==> config.mk <==
export PLATFORM = sky130hd
export DESIGN_NAME = fgn_ctrl
export DESIGN_NICKNAME = d
export VERILOG_FILES = /design/src/fgn_pkg.sv /design/src/fgn_ctrl.sv
export SDC_FILE = /design/constraint.sdc
export NUM_CORES = 1
export LEC_CHECK = 0
export BUFFER_PORTS_ARGS = -buffer_cell sky130_fd_sc_hd__buf_2
export CORE_AREA = 2 2 51 62
export CTS_CLUSTER_SIZE = 20
export DETAILED_ROUTE_END_ITERATION = 7
export DIE_AREA = 0 0 53 64
export HOLD_SLACK_MARGIN = 0.05
export PLACE_DENSITY_LB_ADDON = 0.25
export SYNTH_ARGS = -nofsm -noshare
export SYNTH_HDL_FRONTEND = slang
export SYNTH_SLANG_ARGS = --single-unit
==> constraint.sdc <==
create_clock -name clk -period 3.4 [get_ports clk]
set_input_delay 0.51 -clock clk [delete_from_list [all_inputs] [get_ports clk]]
set_output_delay 0.51 -clock clk [all_outputs]
set_load 0.02 [all_outputs]
==> src/fgn_pkg.sv <==
`default_nettype none
package fgn_pkg;

	// grid and field sizes
	localparam int MAX_NODES   = 64;
	localparam int NODE_W      = $clog2(MAX_NODES);
	localparam int ADDR_W      = 2 * NODE_W;
	localparam int DEPTH       = MAX_NODES * MAX_NODES;
	localparam int MAX_OCTAVES = 16;
	localparam int OCT_W       = $clog2(MAX_OCTAVES);
	localparam int OCT_CNT_W   = 5;
	localparam int NCFG_W      = 7;
	localparam int GRAD_W      = 16;
	localparam int PT_W        = 24;
	localparam int FREQ_W      = 16;
	localparam int AMP_W       = 16;
	localparam int HEIGHT_W    = 16;
	localparam int CFG_IDX_W   = 3;
	localparam int CFG_DATA_W  = 16;

	// datapath widths
	localparam int FRAC_POS  = 24;
	localparam int RES_W     = NODE_W + FRAC_POS;
	localparam int V_W       = PT_W + FREQ_W;
	localparam int VHI_W     = V_W - FRAC_POS;
	localparam int STEP_W    = $clog2(VHI_W);
	localparam int FRAC_W    = 17;
	localparam int OFS_W     = FRAC_W + 1;
	localparam int MA_W      = 38;
	localparam int MB_W      = 18;
	localparam int PROD_W    = MA_W + MB_W;
	localparam int ACC_W     = PROD_W;
	localparam int ACC_SHIFT = 30;

	// fade table
	localparam int FADE_BITS = 8;
	localparam int FADE_N    = 1 << FADE_BITS;
	localparam int FIDX_W    = FADE_BITS + 1;

	localparam logic [0:0] REQ_WRITE = 1'b0;
	localparam logic [0:0] REQ_EVAL  = 1'b1;

	typedef enum logic [CFG_IDX_W-1:0] {
		REG_NODES_X    = 3'd0,
		REG_NODES_Y    = 3'd1,
		REG_OCTAVES    = 3'd2,
		REG_START_AMP  = 3'd3,
		REG_START_FREQ = 3'd4
	} cfg_reg_t;

	typedef enum logic [4:0] {
		ST_IDLE, ST_MULPX, ST_MULPY, ST_DIVINIT, ST_DIVSTEP, ST_CELL, ST_ADDR,
		ST_MULX, ST_MULY, ST_DOT, ST_LMUL, ST_LADD, ST_AMUL, ST_ACC, ST_DONE
	} ctrl_state_t;

	typedef enum logic [3:0] {
		OP_NONE, OP_WRITE, OP_LOAD, OP_MULPX, OP_MULPY, OP_DIVINIT, OP_DIVSTEP,
		OP_CELL, OP_ADDR, OP_MULX, OP_MULY, OP_DOT, OP_LMUL, OP_LADD, OP_AMUL,
		OP_ACC_RES
	} dp_op_t;

	typedef struct packed {
		dp_op_t            op;
		logic [STEP_W-1:0] step;
		logic [1:0]        corner;
		logic [1:0]        lerp;
		logic [OCT_W-1:0]  octave;
		logic              result;
	} dp_cmd_t;

	typedef struct packed {
		logic [OCT_CNT_W-1:0] oct_cnt;
	} dp_status_t;

	typedef logic [FRAC_W-1:0] fade_tab_t [0:FADE_N];

	localparam longint unsigned Q30_ONE = 64'd1 << 30;
	localparam longint unsigned PI_Q30  = 64'd3373259369;

	// (1 - cos(pi*t)) / 2 in Q.16, sine by a degree 9 Taylor polynomial in Q.30
	function automatic fade_tab_t build_fade();
		fade_tab_t t;
		longint unsigned x, x2, p, s, f;
		int k;
		for (k = FADE_N / 2; k <= FADE_N; k++) begin
			x  = (PI_Q30 * longint'(k - FADE_N / 2)) >> FADE_BITS;
			x2 = (x * x) >> 30;
			p  = Q30_ONE - x2 / 72;
			p  = Q30_ONE - ((x2 * p) >> 30) / 42;
			p  = Q30_ONE - ((x2 * p) >> 30) / 20;
			p  = Q30_ONE - ((x2 * p) >> 30) / 6;
			s  = (x * p) >> 30;
			f  = (Q30_ONE + s + (64'd1 << 14)) >> 15;
			t[k] = (f > 64'd65536) ? FRAC_W'(65536) : FRAC_W'(f);
		end
		for (k = 0; k < FADE_N / 2; k++) begin
			t[k] = FRAC_W'(65536) - t[FADE_N - k];
		end
		t[0]      = '0;
		t[FADE_N] = FRAC_W'(65536);
		return t;
	endfunction

	localparam fade_tab_t FADE_TAB = build_fade();

endpackage
`default_nettype wire

==> src/fgn_ctrl.sv <==
`default_nettype none
module fgn_ctrl (
	input  wire logic                clk,
	input  wire logic                arst_n,
	input  wire logic                req_valid,
	input  wire logic                req_type,
	input  wire logic                rsp_ready,
	input  wire fgn_pkg::dp_status_t status,
	output logic                     req_ready,
	output logic                     rsp_valid,
	output fgn_pkg::dp_cmd_t         cmd
);
	fgn_pkg::ctrl_state_t state_q, state_d;
	logic [fgn_pkg::STEP_W-1:0] step_q;
	logic [1:0]                 corner_q;
	logic [1:0]                 lerp_q;
	logic [fgn_pkg::OCT_W-1:0]  oct_q;
	logic                       out_valid_q;
	logic                       last_oct;
	logic                       out_free;

	assign last_oct = (fgn_pkg::OCT_CNT_W'(oct_q) + fgn_pkg::OCT_CNT_W'(1)) == status.oct_cnt;
	assign out_free = !out_valid_q || rsp_ready;

	always_comb begin
		state_d = state_q;
		unique case (state_q)
			fgn_pkg::ST_IDLE: begin
				if (req_valid && req_type == fgn_pkg::REQ_EVAL) state_d = fgn_pkg::ST_MULPX;
			end
			fgn_pkg::ST_MULPX:   state_d = fgn_pkg::ST_MULPY;
			fgn_pkg::ST_MULPY:   state_d = fgn_pkg::ST_DIVINIT;
			fgn_pkg::ST_DIVINIT: state_d = fgn_pkg::ST_DIVSTEP;
			fgn_pkg::ST_DIVSTEP: begin
				if (step_q == fgn_pkg::STEP_W'(fgn_pkg::VHI_W - 1)) begin
					state_d = (status.oct_cnt == '0) ? fgn_pkg::ST_DONE : fgn_pkg::ST_CELL;
				end
			end
			fgn_pkg::ST_CELL: state_d = fgn_pkg::ST_ADDR;
			fgn_pkg::ST_ADDR: state_d = fgn_pkg::ST_MULX;
			fgn_pkg::ST_MULX: state_d = fgn_pkg::ST_MULY;
			fgn_pkg::ST_MULY: state_d = fgn_pkg::ST_DOT;
			fgn_pkg::ST_DOT:  state_d = (corner_q == 2'd3) ? fgn_pkg::ST_LMUL : fgn_pkg::ST_ADDR;
			fgn_pkg::ST_LMUL: state_d = fgn_pkg::ST_LADD;
			fgn_pkg::ST_LADD: state_d = (lerp_q == 2'd2) ? fgn_pkg::ST_AMUL : fgn_pkg::ST_LMUL;
			fgn_pkg::ST_AMUL: state_d = fgn_pkg::ST_ACC;
			fgn_pkg::ST_ACC:  state_d = last_oct ? fgn_pkg::ST_DONE : fgn_pkg::ST_CELL;
			fgn_pkg::ST_DONE: begin
				if (out_free) state_d = fgn_pkg::ST_IDLE;
			end
			default: state_d = fgn_pkg::ST_IDLE;
		endcase
	end

	always_comb begin
		req_ready  = 1'b0;
		cmd.op     = fgn_pkg::OP_NONE;
		cmd.step   = step_q;
		cmd.corner = corner_q;
		cmd.lerp   = lerp_q;
		cmd.octave = oct_q;
		cmd.result = 1'b0;
		unique case (state_q)
			fgn_pkg::ST_IDLE: begin
				req_ready = 1'b1;
				if (req_valid) begin
					cmd.op = (req_type == fgn_pkg::REQ_EVAL) ? fgn_pkg::OP_LOAD : fgn_pkg::OP_WRITE;
				end
			end
			fgn_pkg::ST_MULPX:   cmd.op = fgn_pkg::OP_MULPX;
			fgn_pkg::ST_MULPY:   cmd.op = fgn_pkg::OP_MULPY;
			fgn_pkg::ST_DIVINIT: cmd.op = fgn_pkg::OP_DIVINIT;
			fgn_pkg::ST_DIVSTEP: cmd.op = fgn_pkg::OP_DIVSTEP;
			fgn_pkg::ST_CELL:    cmd.op = fgn_pkg::OP_CELL;
			fgn_pkg::ST_ADDR:    cmd.op = fgn_pkg::OP_ADDR;
			fgn_pkg::ST_MULX:    cmd.op = fgn_pkg::OP_MULX;
			fgn_pkg::ST_MULY:    cmd.op = fgn_pkg::OP_MULY;
			fgn_pkg::ST_DOT:     cmd.op = fgn_pkg::OP_DOT;
			fgn_pkg::ST_LMUL:    cmd.op = fgn_pkg::OP_LMUL;
			fgn_pkg::ST_LADD:    cmd.op = fgn_pkg::OP_LADD;
			fgn_pkg::ST_AMUL:    cmd.op = fgn_pkg::OP_AMUL;
			fgn_pkg::ST_ACC:     cmd.op = fgn_pkg::OP_ACC_RES;
			fgn_pkg::ST_DONE: begin
				cmd.op     = fgn_pkg::OP_ACC_RES;
				cmd.result = out_free;
			end
			default: cmd.op = fgn_pkg::OP_NONE;
		endcase
	end

	assign rsp_valid = out_valid_q;

	always_ff @(posedge clk or negedge arst_n) begin
		if (!arst_n) begin
			state_q     <= fgn_pkg::ST_IDLE;
			step_q      <= '0;
			corner_q    <= '0;
			lerp_q      <= '0;
			oct_q       <= '0;
			out_valid_q <= 1'b0;
		end else begin
			state_q <= state_d;
			if (state_q == fgn_pkg::ST_DIVINIT) step_q <= '0;
			else if (state_q == fgn_pkg::ST_DIVSTEP) step_q <= step_q + 1'b1;
			if (state_q == fgn_pkg::ST_CELL) corner_q <= '0;
			else if (state_q == fgn_pkg::ST_DOT) corner_q <= corner_q + 1'b1;
			if (state_q == fgn_pkg::ST_CELL) lerp_q <= '0;
			else if (state_q == fgn_pkg::ST_LADD) lerp_q <= lerp_q + 1'b1;
			if (state_q == fgn_pkg::ST_DIVINIT) oct_q <= '0;
			else if (state_q == fgn_pkg::ST_ACC) oct_q <= oct_q + 1'b1;
			if (cmd.result) out_valid_q <= 1'b1;
			else if (rsp_ready) out_valid_q <= 1'b0;
		end
	end
endmodule
`default_nettype wire

==> reports/results.md <==
- kind of critical path: reg -> out
- total of flip-flops plus latches after synthesis: 17
- maximum clock rate: 397.3 MHz
- via count of the first global-routing pass: 1071
- endpoint type of the worst setup path: primary output
- mean post-synth cell area: 8.270 um^2
- Max rail drop VDD: 0.5431 mV
- mapped cell area: 1207 um^2
- Root Buffer Master: sky130_fd_sc_hd__clkbuf_4
- Layout Skew: 0.009591 ns
- maximum fanout along the worst path: 21
- overflow left after global routing: 0
- power per cell area: 902.1 nW/um^2
- cts-stage hold buffer count: 0
- Placed Cells: 201
- number of buffers on the longest clock path: 2
- share of synthesized area occupied by flip-flops and latches: 0.3523
- Placement Cell Area: 1360 um^2
- number of nets in the final layout: 186
- placeable core region: 2759 um^2
- clock buffers created by TritonCTS: 3
- Die X-Extent: 53 um
- pre-CTS setup slack: 1.274 ns
- overall fraction of global-route tracks in use: 0.1854
- number of sinks driven by the clock tree: 17
- Synth top area share: 0.3523
- Total Routed Length: 2.922 mm
- total of fill cells in the finished design: 269
- number of instances in the synthesized netlist: 146
- diode insertion count for antenna repair: 0
- fin. max-slew vios: 0
- slew at the pin with the worst max-slew slack: 0.8738 ns
- clock-pin slew on the worst setup and hold paths: 0.11 ns
- cell types with the largest area share after synthesis: sky130_fd_sc_hd__dfrtp_1, sky130_fd_sc_hd__a21oi_1, sky130_fd_sc_hd__nand2_1
- post-cts repair resize count: 0
- min-delay worst type: in -> async
- final weighted congestion in routability-driven placement: 0.8310
- sw frac: 0.5356
- effective utilization at floorplan: 0.4376
- number of hold violations in the final report: 0
- Final Worst Setup Slack: 0.8828 ns
- global-route wire length before repair: 4.781 mm
- unique cell type count in the Yosys netlist: 39
- RSZ-0062 raised after global routing: false
- combinational share of power: 0.556
- critical path launch point type: flop
- detailed-route wire length per cell: 14.25 um
- H-tree depth reported by CTS: 1
- DRT antenna net count: 0
- count of input and output buffers: 28
- number of design rule violations left after detail routing: 0
- data arrival time of the critical path: 2.01 ns
- clk_lat worst skew: 0.30 ns
- Ports: 29
- Period Utilization, post-route: 0.7403
- Setup violations, final: 0
- highest-count cells in the layout ignoring fill and taps: sky130_fd_sc_hd__buf_2, sky130_fd_sc_hd__a21oi_1, sky130_fd_sc_hd__dfrtp_1, sky130_fd_sc_hd__nand2_1, sky130_fd_sc_hd__nor2_1
- area of the die: 3392 um^2
- synth warn: 0
- fraction of power consumed by sequential logic: 0.353
- 1st-pass router iterations: 4
- clock tree from TritonCTS: done
- leakage power figure: 0.6474 nW
- layout cells sized above 1: 0.2456
- shortest period the worst path allows: 2.517 ns
- Avg Vias per Cell: 5.815
- worst hold margin: 0.1039 ns
- NetSw: 0.0006705 W
- Setup Buffers After CTS: 0
- antenna violations before repair: 0
- via count: 1192
- post-synthesis net count: 160
- headroom to the max-slew limit: 0.4174
- area leader, netlist: sky130_fd_sc_hd__dfrtp_1
- status: complete, no violations
- worst endpoint required time: 2.89 ns
- leading cell type in the layout, fill and taps excluded: sky130_fd_sc_hd__buf_2
- synthesis-to-layout area growth: 14.92%
- pin count of the biggest net entering global routing: 32
- area of all placed cells without fillers: 1388 um^2
- std cell rows: 21
- number of DRC markers after the initial detailed-route iteration: 40
- total negative slack for setup checks: 0 ns
- die boundary height: 64 um
- cell internal power dissipation: 0.0005812 W
- sum of net half-perimeters after detailed placement: 2.184 mm
- post-layout instance count excluding filler cells: 205
- MaxCap Viol Count: 0
- fraction of power consumed by the clock network: 0.090
flip-flops by register name, summed over array words and instances (netlist names):
register and count:
corner_q 2, state_q 4, step_q 4, oct_q 4, rsp_valid 1, lerp_q 2
cell families (layout without fill, tap and decap cells):
| family | after synthesis | in the layout | synth area share |
|---|---|---|---|
| simple gates | 53 | 53 | 0.2052 |
| compound gates | 49 | 49 | 0.2829 |
| flops | 17 | 17 | 0.3523 |
| buf+inv | 13 | 38 | 0.04351 |
| xor+xnor | 9 | 9 | 0.06528 |
| fa+ha+maj | 4 | 4 | 0.04145 |
| mux | 1 | 1 | 0.009326 |
through the flow:
stage | utilization | power (W)
CTS | 0.5029 | 0.001255
finish | 0.5029 | 0.001252
detailed placement | 0.4930 | 0.001139
global placement | 0.4930 | 0.001118
global route | 0.5029 | 0.001356
floorplan | - | 0.0009491
critical path, cell delays in order, from the launching register on:
cell                      delay, ns
sky130_fd_sc_hd__dfrtp_1       0.78
sky130_fd_sc_hd__nand3_1       0.34
sky130_fd_sc_hd__nor2_1        0.23
sky130_fd_sc_hd__a21oi_1       0.06
sky130_fd_sc_hd__o21ai_1       0.11
sky130_fd_sc_hd__buf_2         0.18
worst paths after layout:
check | slack, ns | end | depth (start not counted) | from
min in group clk | 0.52 | rsp_valid$_DFFE_PN0P_ | 3 | rsp_ready
worst min-delay path | 0.10 | rsp_valid$_DFFE_PN0P_ | 1 | arst_n
max in group asynchronous | 3.01 | step_q[2]$_DFFE_PN0P_ | 1 | arst_n
worst max register to register | 1.48 | corner_q[0]$_DFFE_PN0P_ | 3 | state_q[0]$_DFFE_PN0P_
worst max-delay path | 0.88 | cmd[13] | 5 | state_q[1]$_DFFE_PN0P_
worst min register to register | 0.58 | corner_q[1]$_DFFE_PN0P_ | 1 | corner_q[1]$_DFFE_PN0P_
cell usage after synthesis:
cell,n
sky130_fd_sc_hd__o21ai_1,6
sky130_fd_sc_hd__nand2_1,15
sky130_fd_sc_hd__a211oi_2,1
sky130_fd_sc_hd__a22oi_1,1
sky130_fd_sc_hd__inv_1,3
sky130_fd_sc_hd__or3_1,1
sky130_fd_sc_hd__inv_2,3
sky130_fd_sc_hd__o31ai_4,1
sky130_fd_sc_hd__xor2_1,5
sky130_fd_sc_hd__a31oi_1,4
sky130_fd_sc_hd__o2bb2ai_1,1
sky130_fd_sc_hd__nor3_1,6
sky130_fd_sc_hd__a21oi_1,20
sky130_fd_sc_hd__nor3_2,1
sky130_fd_sc_hd__o31ai_1,2
sky130_fd_sc_hd__a22o_1,1
sky130_fd_sc_hd__a2bb2oi_2,2
sky130_fd_sc_hd__o21ai_0,1
sky130_fd_sc_hd__xnor2_1,4
sky130_fd_sc_hd__o311ai_2,1
sky130_fd_sc_hd__a31o_1,2
sky130_fd_sc_hd__o22ai_1,2
sky130_fd_sc_hd__nor3b_1,1
sky130_fd_sc_hd__nand4_1,1
sky130_fd_sc_hd__nand3_1,7
sky130_fd_sc_hd__nor4_1,1
sky130_fd_sc_hd__clkbuf_1,3
sky130_fd_sc_hd__and3_1,2
sky130_fd_sc_hd__mux2_2,1
sky130_fd_sc_hd__o21bai_1,1
sky130_fd_sc_hd__buf_2,3
sky130_fd_sc_hd__ha_1,4
sky130_fd_sc_hd__nand2b_1,1
sky130_fd_sc_hd__o211ai_1,2
sky130_fd_sc_hd__buf_1,1
sky130_fd_sc_hd__o32ai_1,1
sky130_fd_sc_hd__nor2b_1,3
sky130_fd_sc_hd__dfrtp_1,17
sky130_fd_sc_hd__nor2_1,14
final cells by class:
cell class                 instances  area, um^2  share of cell area
clock buffer                       3       22.52             0.01623
clock inverter                     1       5.005            0.003607
inverter                           6       22.52             0.01623
multi-input combinational        116       729.5              0.5257
sequential                        17       425.4              0.3066
tap                               34       42.54             0.03066
timing repair buffer              28       140.1              0.1010
routing by layer:
| layer | vias to the layer above | routed length (um) | part of all wire | global-route usage |
|---|---|---|---|---|
| li1 | 583 | - | - | - |
| met3 | 5 | 149 | 0.051 | 0.02103 |
| met4 | 0 | 42 | 0.014 | 0.06731 |
| met1 | 562 | 1270 | 0.43 | 0.2362 |
| met5 | - | 0 | 0 | 0 |
| met2 | 42 | 1459 | 0.50 | 0.3156 |
power groups by stage:
stage	Combinational (W)	Sequential (W)	Clock [W]
6_report	0.000696	0.000442	0.000113
5_1_grt	0.000775	0.000460	0.000121
4_1_cts	0.000701	0.000439	0.000115
3_5_place_dp	0.000696	0.000443	0
3_3_place_gp	0.000684	0.000434	0
2_1_floorplan	0.000564	0.000385	0
Power figures use the tool's default switching activity.
